`src/hw/rtl/ist_pkg.sv`:
```
// Shared constants and request codes for the id set table.
package ist_pkg;

  localparam int DEF_CAPACITY = 64;
  localparam int DEF_ID_BITS  = 16;
  localparam int KIND_W       = 2;

  localparam logic [KIND_W-1:0] KIND_APPEND = 2'd0;
  localparam logic [KIND_W-1:0] KIND_POP    = 2'd1;
  localparam logic [KIND_W-1:0] KIND_READ   = 2'd2;
  localparam logic [KIND_W-1:0] KIND_REMOVE = 2'd3;

endpackage

```
`src/hw/rtl/ist_if.sv`:
```
// Request and result channel interfaces of the id set table.
interface ist_in_if import ist_pkg::*; #(
  parameter int ID_BITS = DEF_ID_BITS,
  parameter int POS_W   = $clog2(DEF_CAPACITY)
);
  logic               valid;
  logic               ready;
  logic [KIND_W-1:0]  kind;
  logic [ID_BITS-1:0] item_id;
  logic [POS_W-1:0]   position;

  modport source (output valid, kind, item_id, position, input ready);
  modport sink   (input valid, kind, item_id, position, output ready);
endinterface

interface ist_out_if import ist_pkg::*; #(
  parameter int ID_BITS = DEF_ID_BITS,
  parameter int CNT_W   = $clog2(DEF_CAPACITY + 1)
);
  logic               valid;
  logic               ready;
  logic               status;
  logic [ID_BITS-1:0] result_id;
  logic [CNT_W-1:0]   entry_count;
  logic               is_empty;

  modport source (output valid, status, result_id, entry_count, is_empty, input ready);
  modport sink   (input valid, status, result_id, entry_count, is_empty, output ready);
endinterface

```
`src/hw/rtl/ist_mem.sv`:
```
// Entry store: one write port, one read port with registered read data.
module ist_mem import ist_pkg::*; #(
  parameter int DEPTH = DEF_CAPACITY,
  parameter int WIDTH = DEF_ID_BITS,
  parameter int AW    = $clog2(DEPTH)
) (
  input  logic             clk,
  input  logic             wr_en,
  input  logic [AW-1:0]    wr_addr,
  input  logic [WIDTH-1:0] wr_data,
  input  logic             rd_en,
  input  logic [AW-1:0]    rd_addr,
  output logic [WIDTH-1:0] rd_data
);

  logic [WIDTH-1:0] mem [DEPTH];

  always_ff @(posedge clk) begin
    if (wr_en) begin
      mem[wr_addr] <= wr_data;
    end
  end

  always_ff @(posedge clk) begin
    if (rd_en) begin
      rd_data <= mem[rd_addr];
    end
  end

endmodule

```
`src/hw/rtl/ist_seq.sv`:
```
// Request sequencer: bound checks, fetch, linear search and shift-down over the store.
module ist_seq import ist_pkg::*; #(
  parameter int CAPACITY = DEF_CAPACITY,
  parameter int ID_BITS  = DEF_ID_BITS,
  parameter int AW       = $clog2(CAPACITY),
  parameter int CNT_W    = $clog2(CAPACITY + 1)
) (
  input  logic               clk,
  input  logic               rst_n,
  // request side
  input  logic               req_valid,
  output logic               req_ready,
  input  logic [KIND_W-1:0]  req_kind,
  input  logic [ID_BITS-1:0] req_id,
  input  logic [AW-1:0]      req_pos,
  // result side
  output logic               res_valid,
  input  logic               res_ready,
  output logic               res_status,
  output logic [ID_BITS-1:0] res_id,
  output logic [CNT_W-1:0]   res_count,
  // store ports
  output logic               mem_wr_en,
  output logic [AW-1:0]      mem_wr_addr,
  output logic [ID_BITS-1:0] mem_wr_data,
  output logic               mem_rd_en,
  output logic [AW-1:0]      mem_rd_addr,
  input  logic [ID_BITS-1:0] mem_rd_data
);

  localparam logic [2:0] S_IDLE   = 3'd0;
  localparam logic [2:0] S_DECODE = 3'd1;
  localparam logic [2:0] S_FETCH  = 3'd2;
  localparam logic [2:0] S_GET    = 3'd3;
  localparam logic [2:0] S_SCAN   = 3'd4;
  localparam logic [2:0] S_SHIFT  = 3'd5;
  localparam logic [2:0] S_DONE   = 3'd6;

  localparam logic [ID_BITS-1:0] NO_ID = {ID_BITS{1'b1}};
  localparam logic [CNT_W-1:0]   CAP_CNT = CNT_W'(CAPACITY);

  logic [2:0]         state_r, state_nxt;
  logic [KIND_W-1:0]  kind_r, kind_nxt;
  logic [ID_BITS-1:0] id_r, id_nxt;
  logic [AW-1:0]      pos_r, pos_nxt;
  logic [CNT_W-1:0]   cnt_r, cnt_nxt;
  logic [CNT_W-1:0]   ptr_r, ptr_nxt;
  logic               pend_r, pend_nxt;
  logic               status_r, status_nxt;
  logic [ID_BITS-1:0] rid_r, rid_nxt;

  logic [CNT_W-1:0]   ptr_m2;
  logic               hit;

  assign ptr_m2 = ptr_r - CNT_W'(2);
  // the single comparator: read data of the previous cycle against the id
  assign hit    = pend_r && (mem_rd_data == id_r);

  assign req_ready  = (state_r == S_IDLE);
  assign res_valid  = (state_r == S_DONE);
  assign res_status = status_r;
  assign res_id     = rid_r;
  assign res_count  = cnt_r;

  always_comb begin
    state_nxt   = state_r;
    kind_nxt    = kind_r;
    id_nxt      = id_r;
    pos_nxt     = pos_r;
    cnt_nxt     = cnt_r;
    ptr_nxt     = ptr_r;
    pend_nxt    = pend_r;
    status_nxt  = status_r;
    rid_nxt     = rid_r;
    mem_wr_en   = 1'b0;
    mem_wr_addr = cnt_r[AW-1:0];
    mem_wr_data = id_r;
    mem_rd_en   = 1'b0;
    mem_rd_addr = ptr_r[AW-1:0];

    case (state_r)
      S_IDLE: begin
        if (req_valid) begin
          kind_nxt   = req_kind;
          id_nxt     = req_id;
          pos_nxt    = req_pos;
          status_nxt = 1'b1;
          rid_nxt    = NO_ID;
          state_nxt  = S_DECODE;
        end
      end
      S_DECODE: begin
        state_nxt = S_DONE;
        case (kind_r)
          KIND_APPEND: begin
            if (id_r != NO_ID && cnt_r != CAP_CNT) begin
              mem_wr_en  = 1'b1;
              cnt_nxt    = cnt_r + CNT_W'(1);
              status_nxt = 1'b0;
            end
          end
          KIND_POP: begin
            if (cnt_r != '0) begin
              ptr_nxt   = cnt_r - CNT_W'(1);
              state_nxt = S_FETCH;
            end
          end
          KIND_READ: begin
            if (CNT_W'(pos_r) < cnt_r) begin
              ptr_nxt   = CNT_W'(pos_r);
              state_nxt = S_FETCH;
            end
          end
          KIND_REMOVE: begin
            if (id_r != NO_ID && cnt_r != '0) begin
              ptr_nxt   = '0;
              pend_nxt  = 1'b0;
              state_nxt = S_SCAN;
            end
          end
          default: begin
            state_nxt = S_DONE;
          end
        endcase
      end
      S_FETCH: begin
        mem_rd_en = 1'b1;
        state_nxt = S_GET;
      end
      S_GET: begin
        rid_nxt    = mem_rd_data;
        status_nxt = 1'b0;
        if (kind_r == KIND_POP) begin
          cnt_nxt = cnt_r - CNT_W'(1);
        end
        state_nxt = S_DONE;
      end
      S_SCAN: begin
        // ptr_r is one past the entry under compare, i.e. the first source of the shift
        if (hit) begin
          pend_nxt  = 1'b0;
          state_nxt = S_SHIFT;
        end else if (ptr_r < cnt_r) begin
          mem_rd_en = 1'b1;
          ptr_nxt   = ptr_r + CNT_W'(1);
          pend_nxt  = 1'b1;
        end else begin
          state_nxt = S_DONE;
        end
      end
      S_SHIFT: begin
        if (pend_r) begin
          mem_wr_en   = 1'b1;
          mem_wr_addr = ptr_m2[AW-1:0];
          mem_wr_data = mem_rd_data;
        end
        if (ptr_r < cnt_r) begin
          mem_rd_en = 1'b1;
          ptr_nxt   = ptr_r + CNT_W'(1);
          pend_nxt  = 1'b1;
        end else begin
          pend_nxt   = 1'b0;
          cnt_nxt    = cnt_r - CNT_W'(1);
          status_nxt = 1'b0;
          state_nxt  = S_DONE;
        end
      end
      S_DONE: begin
        if (res_ready) begin
          state_nxt = S_IDLE;
        end
      end
      default: begin
        state_nxt = S_IDLE;
      end
    endcase
  end

  always_ff @(posedge clk) begin
    if (!rst_n) begin
      state_r <= S_IDLE;
      cnt_r   <= '0;
      pend_r  <= 1'b0;
    end else begin
      state_r <= state_nxt;
      cnt_r   <= cnt_nxt;
      pend_r  <= pend_nxt;
    end
  end

  always_ff @(posedge clk) begin
    kind_r   <= kind_nxt;
    id_r     <= id_nxt;
    pos_r    <= pos_nxt;
    ptr_r    <= ptr_nxt;
    status_r <= status_nxt;
    rid_r    <= rid_nxt;
  end

endmodule

```
`src/hw/rtl/id_set_table_core.sv`:
```
// Id set table: packed list of identifiers with append, pop, read and remove.
//
// Requests arrive on in_ch (kind, item_id, position) with valid/ready; an
// item is taken when both are high. Each request gives exactly one result
// on out_ch: status (0 ok, 1 error), result_id (popped or read id, all ones
// otherwise), entry_count and is_empty after the request.
// One request is worked on at a time; in_ch.ready is high only while the
// sequencer is idle. Append and any request refused at decode (reserved
// id, full, empty, bad position) go from decode straight to the result;
// pop and read fetch one store entry first; remove searches for the id
// and, when it is found, shifts the later entries down (one store read per
// cycle through the single read port and the one id comparator).
// The next request is taken only after the sequencer has handed its
// result on and gone back to idle. Results sit in an output register; the
// next request is taken while a result waits, and the sequencer holds its
// finished result if out_ch stalls with that register still full.
// Reset (rst_n low, synchronous) empties the list at once; no clearing
// pass is needed since only slots below the count are ever read.
module id_set_table_core import ist_pkg::*; #(
  parameter int CAPACITY = DEF_CAPACITY,
  parameter int ID_BITS  = DEF_ID_BITS
) (
  input  logic      clk,
  input  logic      rst_n,
  ist_in_if.sink    in_ch,
  ist_out_if.source out_ch
);

  localparam int AW    = $clog2(CAPACITY);
  localparam int CNT_W = $clog2(CAPACITY + 1);

  logic               res_valid, res_ready;
  logic               res_status;
  logic [ID_BITS-1:0] res_id;
  logic [CNT_W-1:0]   res_count;

  logic               mem_wr_en, mem_rd_en;
  logic [AW-1:0]      mem_wr_addr, mem_rd_addr;
  logic [ID_BITS-1:0] mem_wr_data, mem_rd_data;

  logic               out_valid_r, out_valid_nxt;
  logic               out_status_r;
  logic [ID_BITS-1:0] out_id_r;
  logic [CNT_W-1:0]   out_count_r;
  logic               out_empty_r;

  ist_seq #(
    .CAPACITY (CAPACITY),
    .ID_BITS  (ID_BITS),
    .AW       (AW),
    .CNT_W    (CNT_W)
  ) u_seq (
    .clk         (clk),
    .rst_n       (rst_n),
    .req_valid   (in_ch.valid),
    .req_ready   (in_ch.ready),
    .req_kind    (in_ch.kind),
    .req_id      (in_ch.item_id),
    .req_pos     (in_ch.position),
    .res_valid   (res_valid),
    .res_ready   (res_ready),
    .res_status  (res_status),
    .res_id      (res_id),
    .res_count   (res_count),
    .mem_wr_en   (mem_wr_en),
    .mem_wr_addr (mem_wr_addr),
    .mem_wr_data (mem_wr_data),
    .mem_rd_en   (mem_rd_en),
    .mem_rd_addr (mem_rd_addr),
    .mem_rd_data (mem_rd_data)
  );

  ist_mem #(
    .DEPTH (CAPACITY),
    .WIDTH (ID_BITS),
    .AW    (AW)
  ) u_mem (
    .clk     (clk),
    .wr_en   (mem_wr_en),
    .wr_addr (mem_wr_addr),
    .wr_data (mem_wr_data),
    .rd_en   (mem_rd_en),
    .rd_addr (mem_rd_addr),
    .rd_data (mem_rd_data)
  );

  // output register frees up in the same cycle it is drained
  assign res_ready = !out_valid_r || out_ch.ready;

  always_comb begin
    out_valid_nxt = out_valid_r;
    if (res_valid && res_ready) begin
      out_valid_nxt = 1'b1;
    end else if (out_ch.ready) begin
      out_valid_nxt = 1'b0;
    end
  end

  always_ff @(posedge clk) begin
    if (!rst_n) begin
      out_valid_r <= 1'b0;
    end else begin
      out_valid_r <= out_valid_nxt;
    end
  end

  always_ff @(posedge clk) begin
    if (res_valid && res_ready) begin
      out_status_r <= res_status;
      out_id_r     <= res_id;
      out_count_r  <= res_count;
      out_empty_r  <= (res_count == '0);
    end
  end

  assign out_ch.valid       = out_valid_r;
  assign out_ch.status      = out_status_r;
  assign out_ch.result_id   = out_id_r;
  assign out_ch.entry_count = out_count_r;
  assign out_ch.is_empty    = out_empty_r;

endmodule

```
`src/flat_wrapper.sv`:
```
// flat-port wrapper written by rule: the top's interface ports become plain ports
module id_set_table_core_flat import ist_pkg::*;
#(
  parameter int CAPACITY = DEF_CAPACITY,
  parameter int ID_BITS  = DEF_ID_BITS
)
  (clk, rst_n, in_ch_valid, in_ch_kind, in_ch_item_id, in_ch_position, in_ch_ready, out_ch_valid, out_ch_status, out_ch_result_id, out_ch_entry_count, out_ch_is_empty, out_ch_ready);
  ist_in_if #(.ID_BITS(ID_BITS), .POS_W(($clog2(CAPACITY)))) in_ch_i ();
  ist_out_if #(.ID_BITS(ID_BITS), .CNT_W(($clog2(CAPACITY + 1)))) out_ch_i ();
  input  logic clk;
  input  logic rst_n;
  input wire logic [$bits(in_ch_i.valid)-1:0] in_ch_valid;
  input wire logic [$bits(in_ch_i.kind)-1:0] in_ch_kind;
  input wire logic [$bits(in_ch_i.item_id)-1:0] in_ch_item_id;
  input wire logic [$bits(in_ch_i.position)-1:0] in_ch_position;
  output wire logic [$bits(in_ch_i.ready)-1:0] in_ch_ready;
  output wire logic [$bits(out_ch_i.valid)-1:0] out_ch_valid;
  output wire logic [$bits(out_ch_i.status)-1:0] out_ch_status;
  output wire logic [$bits(out_ch_i.result_id)-1:0] out_ch_result_id;
  output wire logic [$bits(out_ch_i.entry_count)-1:0] out_ch_entry_count;
  output wire logic [$bits(out_ch_i.is_empty)-1:0] out_ch_is_empty;
  input wire logic [$bits(out_ch_i.ready)-1:0] out_ch_ready;
  assign in_ch_i.valid = in_ch_valid;
  assign in_ch_i.kind = in_ch_kind;
  assign in_ch_i.item_id = in_ch_item_id;
  assign in_ch_i.position = in_ch_position;
  assign in_ch_ready = in_ch_i.ready;
  assign out_ch_valid = out_ch_i.valid;
  assign out_ch_status = out_ch_i.status;
  assign out_ch_result_id = out_ch_i.result_id;
  assign out_ch_entry_count = out_ch_i.entry_count;
  assign out_ch_is_empty = out_ch_i.is_empty;
  assign out_ch_i.ready = out_ch_ready;
  id_set_table_core #(.CAPACITY(CAPACITY), .ID_BITS(ID_BITS)) u_core (.clk(clk), .rst_n(rst_n), .in_ch(in_ch_i), .out_ch(out_ch_i));
endmodule
```
`config.mk`:
```
export PLATFORM = sky130hd
export DESIGN_NAME = id_set_table_core_flat
export DESIGN_NICKNAME = d
export VERILOG_FILES = /design/src/hw/rtl/ist_pkg.sv /design/src/hw/rtl/ist_if.sv /design/src/hw/rtl/ist_mem.sv /design/src/hw/rtl/ist_seq.sv /design/src/hw/rtl/id_set_table_core.sv /design/src/flat_wrapper.sv
export SDC_FILE = /design/constraint.sdc
export NUM_CORES = 1
export LEC_CHECK = 0
export BUFFER_PORTS_ARGS = -buffer_cell sky130_fd_sc_hd__buf_2
export CELL_PAD_IN_SITES_DETAIL_PLACEMENT = 0
export CELL_PAD_IN_SITES_GLOBAL_PLACEMENT = 1
export CORE_AREA = 5 5 289 291
export CTS_CLUSTER_SIZE = 16
export DETAILED_ROUTE_END_ITERATION = 8
export DIE_AREA = 0 0 294 296
export GPL_ROUTABILITY_DRIVEN = 0
export GPL_TIMING_DRIVEN = 0
export PLACE_DENSITY = 0.89
export SYNTH_ARGS = -nofsm -noshare
export SYNTH_HDL_FRONTEND = slang
export SYNTH_SLANG_ARGS = --single-unit
```
`constraint.sdc`:
```
create_clock -name clk -period 3.8 [get_ports clk]
set_input_delay 0.57 -clock clk [delete_from_list [all_inputs] [get_ports clk]]
set_output_delay 0.57 -clock clk [all_outputs]
set_load 0.01 [all_outputs]
```
## Word-level counts from Yosys, hierarchy flattened

Memory sizes are Yosys's and may differ from the RTL's. A register that Yosys moved wholly into a read port is not among the register bits.
Cells that the tools add are included.

- Output and inout port bits: 27
- Bits in registers: 85
- RAM bits: 1,024
- Memories: 1
- Input port bits: 28
- Logic and storage cells: 117

Memories:

| name | depth | bits a word | read ports | clocked after Yosys merged registers in | wr ports | RTL line | source |
|---|---|---|---|---|---|---|---|
| u_core.u_mem.mem | 64 | 16 | 1 | 1 | 1 | ist_mem.sv:16 | `logic [WIDTH-1:0] mem [DEPTH];` |

- Equality and inequality tests: 26
- Reductions and logical operators: 22
- Muxes and demuxes: 48
- Order comparisons: 2
- Add/subtract/negate cells: 4

Operator list:

| operator | number |
|---|---|
| 7-bit 2-to-1 mux | 9 |
| 7-bit case mux with 3 select lines | 3 |
| 16-bit 2-to-1 mux | 3 |
| 16-bit case mux with 2 select lines | 1 |
| 3-bit case mux with 7 select lines | 1 |
| 3-bit 2-to-1 mux | 6 |
| 1-bit 2-to-1 mux | 17 |
| 16-bit equality test | 1 |
| 16-bit inequality test (second input constant) | 1 |
| 2-bit inequality test (second input constant) | 8 |
| 7-bit by 1-bit adder with 7-bit output (second input constant) | 2 |
| 6-bit 2-to-1 mux | 2 |
| 3-bit inequality test (second input constant) | 4 |
| 5-bit AND reduction | 2 |
| 3-bit equality test (second input constant) | 3 |
| 3-bit case mux with 3 select lines | 1 |
| 7-bit zero test | 1 |
| 6-bit by 7-bit < comparator with 1-bit output | 1 |
| 7-bit < comparator | 1 |
| 7-bit inequality test (second input constant) | 1 |
| 7-bit nonzero test | 1 |
| 7-bit by 1-bit subtractor with 7-bit output (second input constant) | 1 |
| 3-bit by 2-bit equality test with 1-bit output (second input constant) | 2 |
| 1-bit case mux with 3 select lines | 2 |
| 20 further kinds | 28 |

## Logic depth before layout (Yosys ltp)

- Depth in word-level cells: 7
- Depth in mapped cells: 12
- Depth with buffers taken out: 8

## Cells and area by module

A second synthesis with hierarchy kept.

- Cell total of the unflattened synthesis: 2,199
- Area total of the unflattened synthesis: 44,592.8 um^2

Modules (own cells, without submodules):

| module | seq. area each (um^2) | area an instance (um^2) | times used | cells each |
|---|---|---|---|---|
| ist_mem | 31,230.0 | 40,202.3 | 1 | 1,829 |
| ist_seq | 1,661.6 | 3,572.2 | 1 | 338 |
| id_set_table_core | 770.7 | 818.3 | 1 | 32 |

## Least setup slack after synthesis

No wires, ideal clock.

- Kind: reg2reg
- Start point: register u_core.u_seq.ptr_r[2]
- End point: memory u_core.u_mem.mem[10][0] in the netlist's numbering, enable pin
- Library setup time: 0.389 ns
- Buffers on the path: 3
- Slack: 0.379 ns
- Arrival time: 3.033 ns
- Stages on the path, launching flop included: 11
- Required time: 3.411 ns
- Clock period less this slack: 3.421 ns
- Path through: edfxtp_1 -> buf_2 -> inv_1 -> buf_2 -> clkbuf_1 -> ha_1 -> nor3b_1 -> xor2_1 -> o21ai_1 -> nand3_1 -> nor2_1

- Cells in the longest elaborated chain, start to end: 3

RTL lines:

| item | RTL line | source |
|---|---|---|
| start: declaration | ist_seq.sv:47 | `logic [CNT_W-1:0] ptr_r, ptr_nxt;` |
| start signal: assignment | ist_seq.sv:195 | `ptr_r <= ptr_nxt;` |
| 6-bit by 2-bit subtractor with 6-bit output | ist_seq.sv:55 | `assign ptr_m2 = ptr_r - CNT_W'(2);` |
| 6-bit 2-to-1 mux | ist_seq.sv:152 | `if (pend_r) begin` |
| 6-bit 2-to-1 mux | ist_seq.sv:81 | `case (state_r)` |
| end: declaration | ist_mem.sv:16 |  |

Every way passes these cells.

## Worst setup path after layout

- Start point: register u_core.u_seq.ptr_r[0]
- End point: memory u_core.u_mem.mem[6][7] in the netlist's numbering, enable pin

Same word-level chain as after synthesis.

==> results <==
- The launching element type of the critical path is a flip-flop.
- The post-synthesis async set-or-reset flop share is 0%.
- The die is 296 um tall.
- After layout, the worst setup slack is -0.150 ns.
- The clock sink total is 1,125.
- The number of clock buffers added by TritonCTS is 103.
- STA classifies the critical path endpoint as a flip-flop.
- The maximum clock frequency is 253 MHz.
- The ratio of total power to cell area is 705 nW/um^2.
- The final reports fail on negative setup slack.
- STA puts the critical path data required time at 4.18 ns.
- Port buffering added 54 buffers.
- The number of H-tree branching levels is 3.
- The share of post-route cells with drive strength above 1 is 29.9%.
- After global routing the overflow that remains totals 0.
- The routed length per instance is 37.5 um.
- The number of detailed-routing iterations run before antenna repair is 6.
- The die footprint is 87,000 sq um.
- After synthesis, flip-flops and latches occupy 76.5% of the total area.
- Synthesis produced a netlist with a net count of 2,215.
- The largest individual stage delay along the critical path comes from the cell o31ai_1.
- The deepest clock path buffer count is 3.
- The most used flip-flop cell after synthesis is edfxtp_1.
- Across the run, the number of max-cap violations was 0.
- Of all nets on the critical path, the largest fanout is 10.
- The final hold violation count was 0.
- The starting density of the core is 54.8%.
- The maximum resistive drop on vdd is 453 uV.
- The critical path depth is 9.
- The post-detailed-route count of antenna-violating nets is 0.
- The DRC marker count from the first detailed-route iteration is 4,947.
- The area of the core is 80,300 sq um.
- In the global route stage, met2 resource usage came out at 47.4%.
- The worst slack on hold paths is 0.0563 ns.
- Entering global routing, the biggest net connects 61 pins.
- The CTS tree is built.
- The synthesized instance count is 2,171.
- Once layout is complete, the utilization of the core stands at 64.7%.
- The number of antenna violations at the first check in global routing was 4.
- In this design, the stage delay of the slowest critical-path cell is 0.74 ns.
- Subtracting the final worst setup slack from the clock period gives 3.95 ns.
- 55 I/O pins were placed.
- The cell family with the largest share of critical-path delay is buffers and inverters.
- The cell sitting at the root of the clock tree is a clkbuf_16.
- The layer flagged by global routing as most heavily used is met2.
- The kind of critical path is flip-flop to flip-flop.
- For met3 alone, demand over resource in global routing was 10.1%.
- The final routed wirelength across all metal layers is 136,000 um.
- Global routing consumed, on the met1 layer, 39.0% of the routing resources.
- The number of slew-limit violations in the final report is 0.
- The number of cells traversed by the worst register-to-register path is 9.
- The number of nets in the layout is 2,514.
- The number of global-route vias before repair is 25,500.
- The average instance area after synthesis is 20.3 sq um.
- The via total after detailed routing is 25,900.
- The final critical path takes up 104% of the cycle.
- Data on the critical path arrives at its endpoint at 4.33 ns.
- The area growth from synthesis to layout is 18.0%.
- The warning count from the yosys run is 0.
- The clock latency of the later-clocked register in the worst-skew pair is 0.70 ns.
- The standard-cell row count is 104.
- After filler insertion, the fill cell instance count of the layout stands at 4,907.
- The die boundary width is 294 um.
- Setup violations remaining at the end of the flow were counted as 140.
- The sum of buffers and inverters on the critical path is 6.
- The run finished, with violations left.
- The clock-pin slew reported for the worst setup and hold paths after clock tree synthesis is 0.06 ns.
- The final clock skew is 0.0264 ns.
- The number of enable flip-flop cells after synthesis is 1,113.
- The detail-routed via count per cell is 7.16.
- The total standard cell area after synthesis is 44,000 sq um.
- The number of distinct library cells after synthesis is 65.
- The worst pin sits at a relative slew slack of 19.7%.
- The wire-length estimate of the detail-placed layout is 85,000 um.
- The post-detailed-route DRC marker count is 0.
- In this design, the critical path's most frequently occurring cell is buf_4.
- The number of stages on the worst hold path is 1.
- The worst min-delay path class is input pin to flip-flop.
- The slew at the pin with the worst max-slew slack is 1.20 ns.
- The total global-route track usage is 30.7%.
- The global-route wire length before repair is 187,000 um.
- The synthesized design contains 1,125 register bits.
- The cell leakage power is 0.0167 uW.
- Traced cell by cell, the critical path runs through buf_6 -> buf_4 -> buf_6 -> buf_4 -> buf_4 -> o31ai_1 -> nand2_2 -> nor2_4 -> buf_8.
[flip-flops by register name (all words and copies together), names as in the netlist]
signal,count
u_core.u_seq.kind_r,2
u_core.u_seq.res_status,1
u_core.u_seq.id_r,16
u_core.u_seq.pos_r,6
u_core.out_ch.is_empty,1
u_core.u_seq.res_count,7
u_core.u_mem.mem,1024
u_core.out_ch.entry_count,7
u_core.u_seq.ptr_r,7
u_core.u_seq.pend_r,1
u_core.u_seq.state_r,3
u_core.out_ch.status,1
u_core.out_ch.valid,1
u_core.out_ch.result_id,16
u_core.u_mem.rd_data,16
u_core.u_seq.res_id,16
[cell usage after synthesis, types with 5 or more instances]
cell type | count | area (sq um)
o21ai_1 | 13 | 65.1
clkbuf_1 | 47 | 176
xor2_1 | 22 | 193
nor2_1 | 97 | 364
o221ai_1 | 19 | 166
nand3_1 | 16 | 80.1
buf_6 | 21 | 236
o22ai_1 | 25 | 156
xnor2_1 | 8 | 70.1
a211o_1 | 8 | 70.1
and3_1 | 5 | 31.3
ha_1 | 16 | 200
nor2b_1 | 5 | 31.3
dfxtp_1 | 12 | 240
a22o_1 | 19 | 166
a21oi_1 | 37 | 185
nand2_1 | 106 | 398
nand4_1 | 8 | 50.1
buf_4 | 17 | 128
a221oi_1 | 7 | 61.3
edfxtp_1 | 1113 | 33400
buf_2 | 28 | 140
and2_1 | 6 | 37.5
or3_1 | 26 | 163
nor3_1 | 11 | 55.1
nand2b_1 | 7 | 43.8
a22oi_1 | 34 | 255
inv_1 | 13 | 48.8
nor4_1 | 7 | 43.8
o21ai_0 | 13 | 65.1
a211oi_1 | 35 | 263
mux2i_1 | 86 | 861
mux4_2 | 222 | 5000
[through the flow]
step	setup slack, ns	total power [uW]	TNS (ns)	instance area, sq um	instances
after CTS	0.000685	36000	0	51700	3599
after global routing	-0.138	37400	-17.60	51900	3615
after detailed placement	-1.05	25200	-657.97	47100	3363
after floorplan	0.379	21100	0	44000	2171
after global placement	-1.49	24800	-1323.57	45600	3285
final	-0.150	36600	-6.82	51900	3618
[per-layer routing]
| metal | routed length, um | vias to the layer above |
|---|---|---|
| met5 | 0 | - |
| met2 | 62700 | 2677 |
| met1 | 43000 | 13000 |
| met4 | 9990 | 0 |
| li1 | - | 9623 |
| met3 | 20000 | 579 |
[placed cells by master (no fill, tap or decap), drive strengths merged, types with 5 or more instances in the layout]
| master | count |
|---|---|
| a2111oi | 5 |
| a211o | 8 |
| a211oi | 36 |
| a21oi | 37 |
| a221oi | 8 |
| a22o | 19 |
| a22oi | 34 |
| and2 | 6 |
| and3 | 5 |
| buf | 263 |
| bufinv | 17 |
| clkbuf | 169 |
| clkinv | 39 |
| dfxtp | 12 |
| edfxtp | 1113 |
| ha | 16 |
| inv | 18 |
| mux2i | 86 |
| mux4 | 222 |
| nand2 | 110 |
| nand2b | 7 |
| nand3 | 16 |
| nand4 | 8 |
| nor2 | 98 |
| nor2b | 5 |
| nor3 | 13 |
| nor4 | 8 |
| o21ai | 26 |
| o221ai | 19 |
| o22ai | 25 |
| or3 | 26 |
| xnor2 | 8 |
| xor2 | 22 |
[final timing paths]
kind,startpoint,endpoint,slack [ns]
worst max-delay path,u_core.u_seq.ptr_r[0]$_DFFE_PP_,u_core.u_mem.mem[6][7]$_DFFE_PP_,-0.15
worst min-delay path,in_ch_item_id[13],u_core.u_seq.id_r[13]$_DFFE_PP_,0.06
worst max register to register,u_core.u_seq.ptr_r[0]$_DFFE_PP_,u_core.u_mem.mem[6][7]$_DFFE_PP_,-0.15
worst min register to register,u_core.u_seq.res_id[2]$_SDFFCE_PN1P_,u_core.out_ch.result_id[2]$_DFFE_PP_,0.42
[power by group]
group	switching (uW)	internal, uW
Sequential	298	14900
Clock	4690	6160
Combinational	7110	3510
Total	12100	24500
[timing repair]
item | CTS | global route
endpoints found under the setup margin | 1028 | 804
setup buffers | 46 | 15
hold endpoints to repair | 0 | 0
gates resized for setup | 95 | 35
pin swaps | 43 | 6
hold buffers | 0 | 0
[layout make-up]
class                           instances  area (sq um)  area share, %
Tap cell                             1060          1330           2.55
Clock buffer                          125          2660           5.12
Multi-Input combinational cell        917         10300           19.9
Antenna cell                            3          7.51         0.0145
Clock inverter                         65           796           1.53
Sequential cell                      1125         33700           64.8
Buffer                                116           744           1.43
Timing Repair Buffer                  194          2380           4.58
Inverter                               13          48.8         0.0939
[logic make-up (layout without fill, tap and decap cells)]
group / after synthesis / count (layout) / share of synthesized area (%)
XOR/XNOR: 30 / 30 / 0.597
multiplexers: 311 / 311 / 13.4
AND/OR/NAND/NOR: 311 / 311 / 3.31
adder cells (fa/ha/maj): 16 / 16 / 0.455
AO/OA/AOI/OAI: 249 / 249 / 4.12
flip-flops: 1125 / 1125 / 76.5
other: 0 / 3 / 0
buffers and inverters: 129 / 513 / 1.68
(Power assumes the default switching activity.)
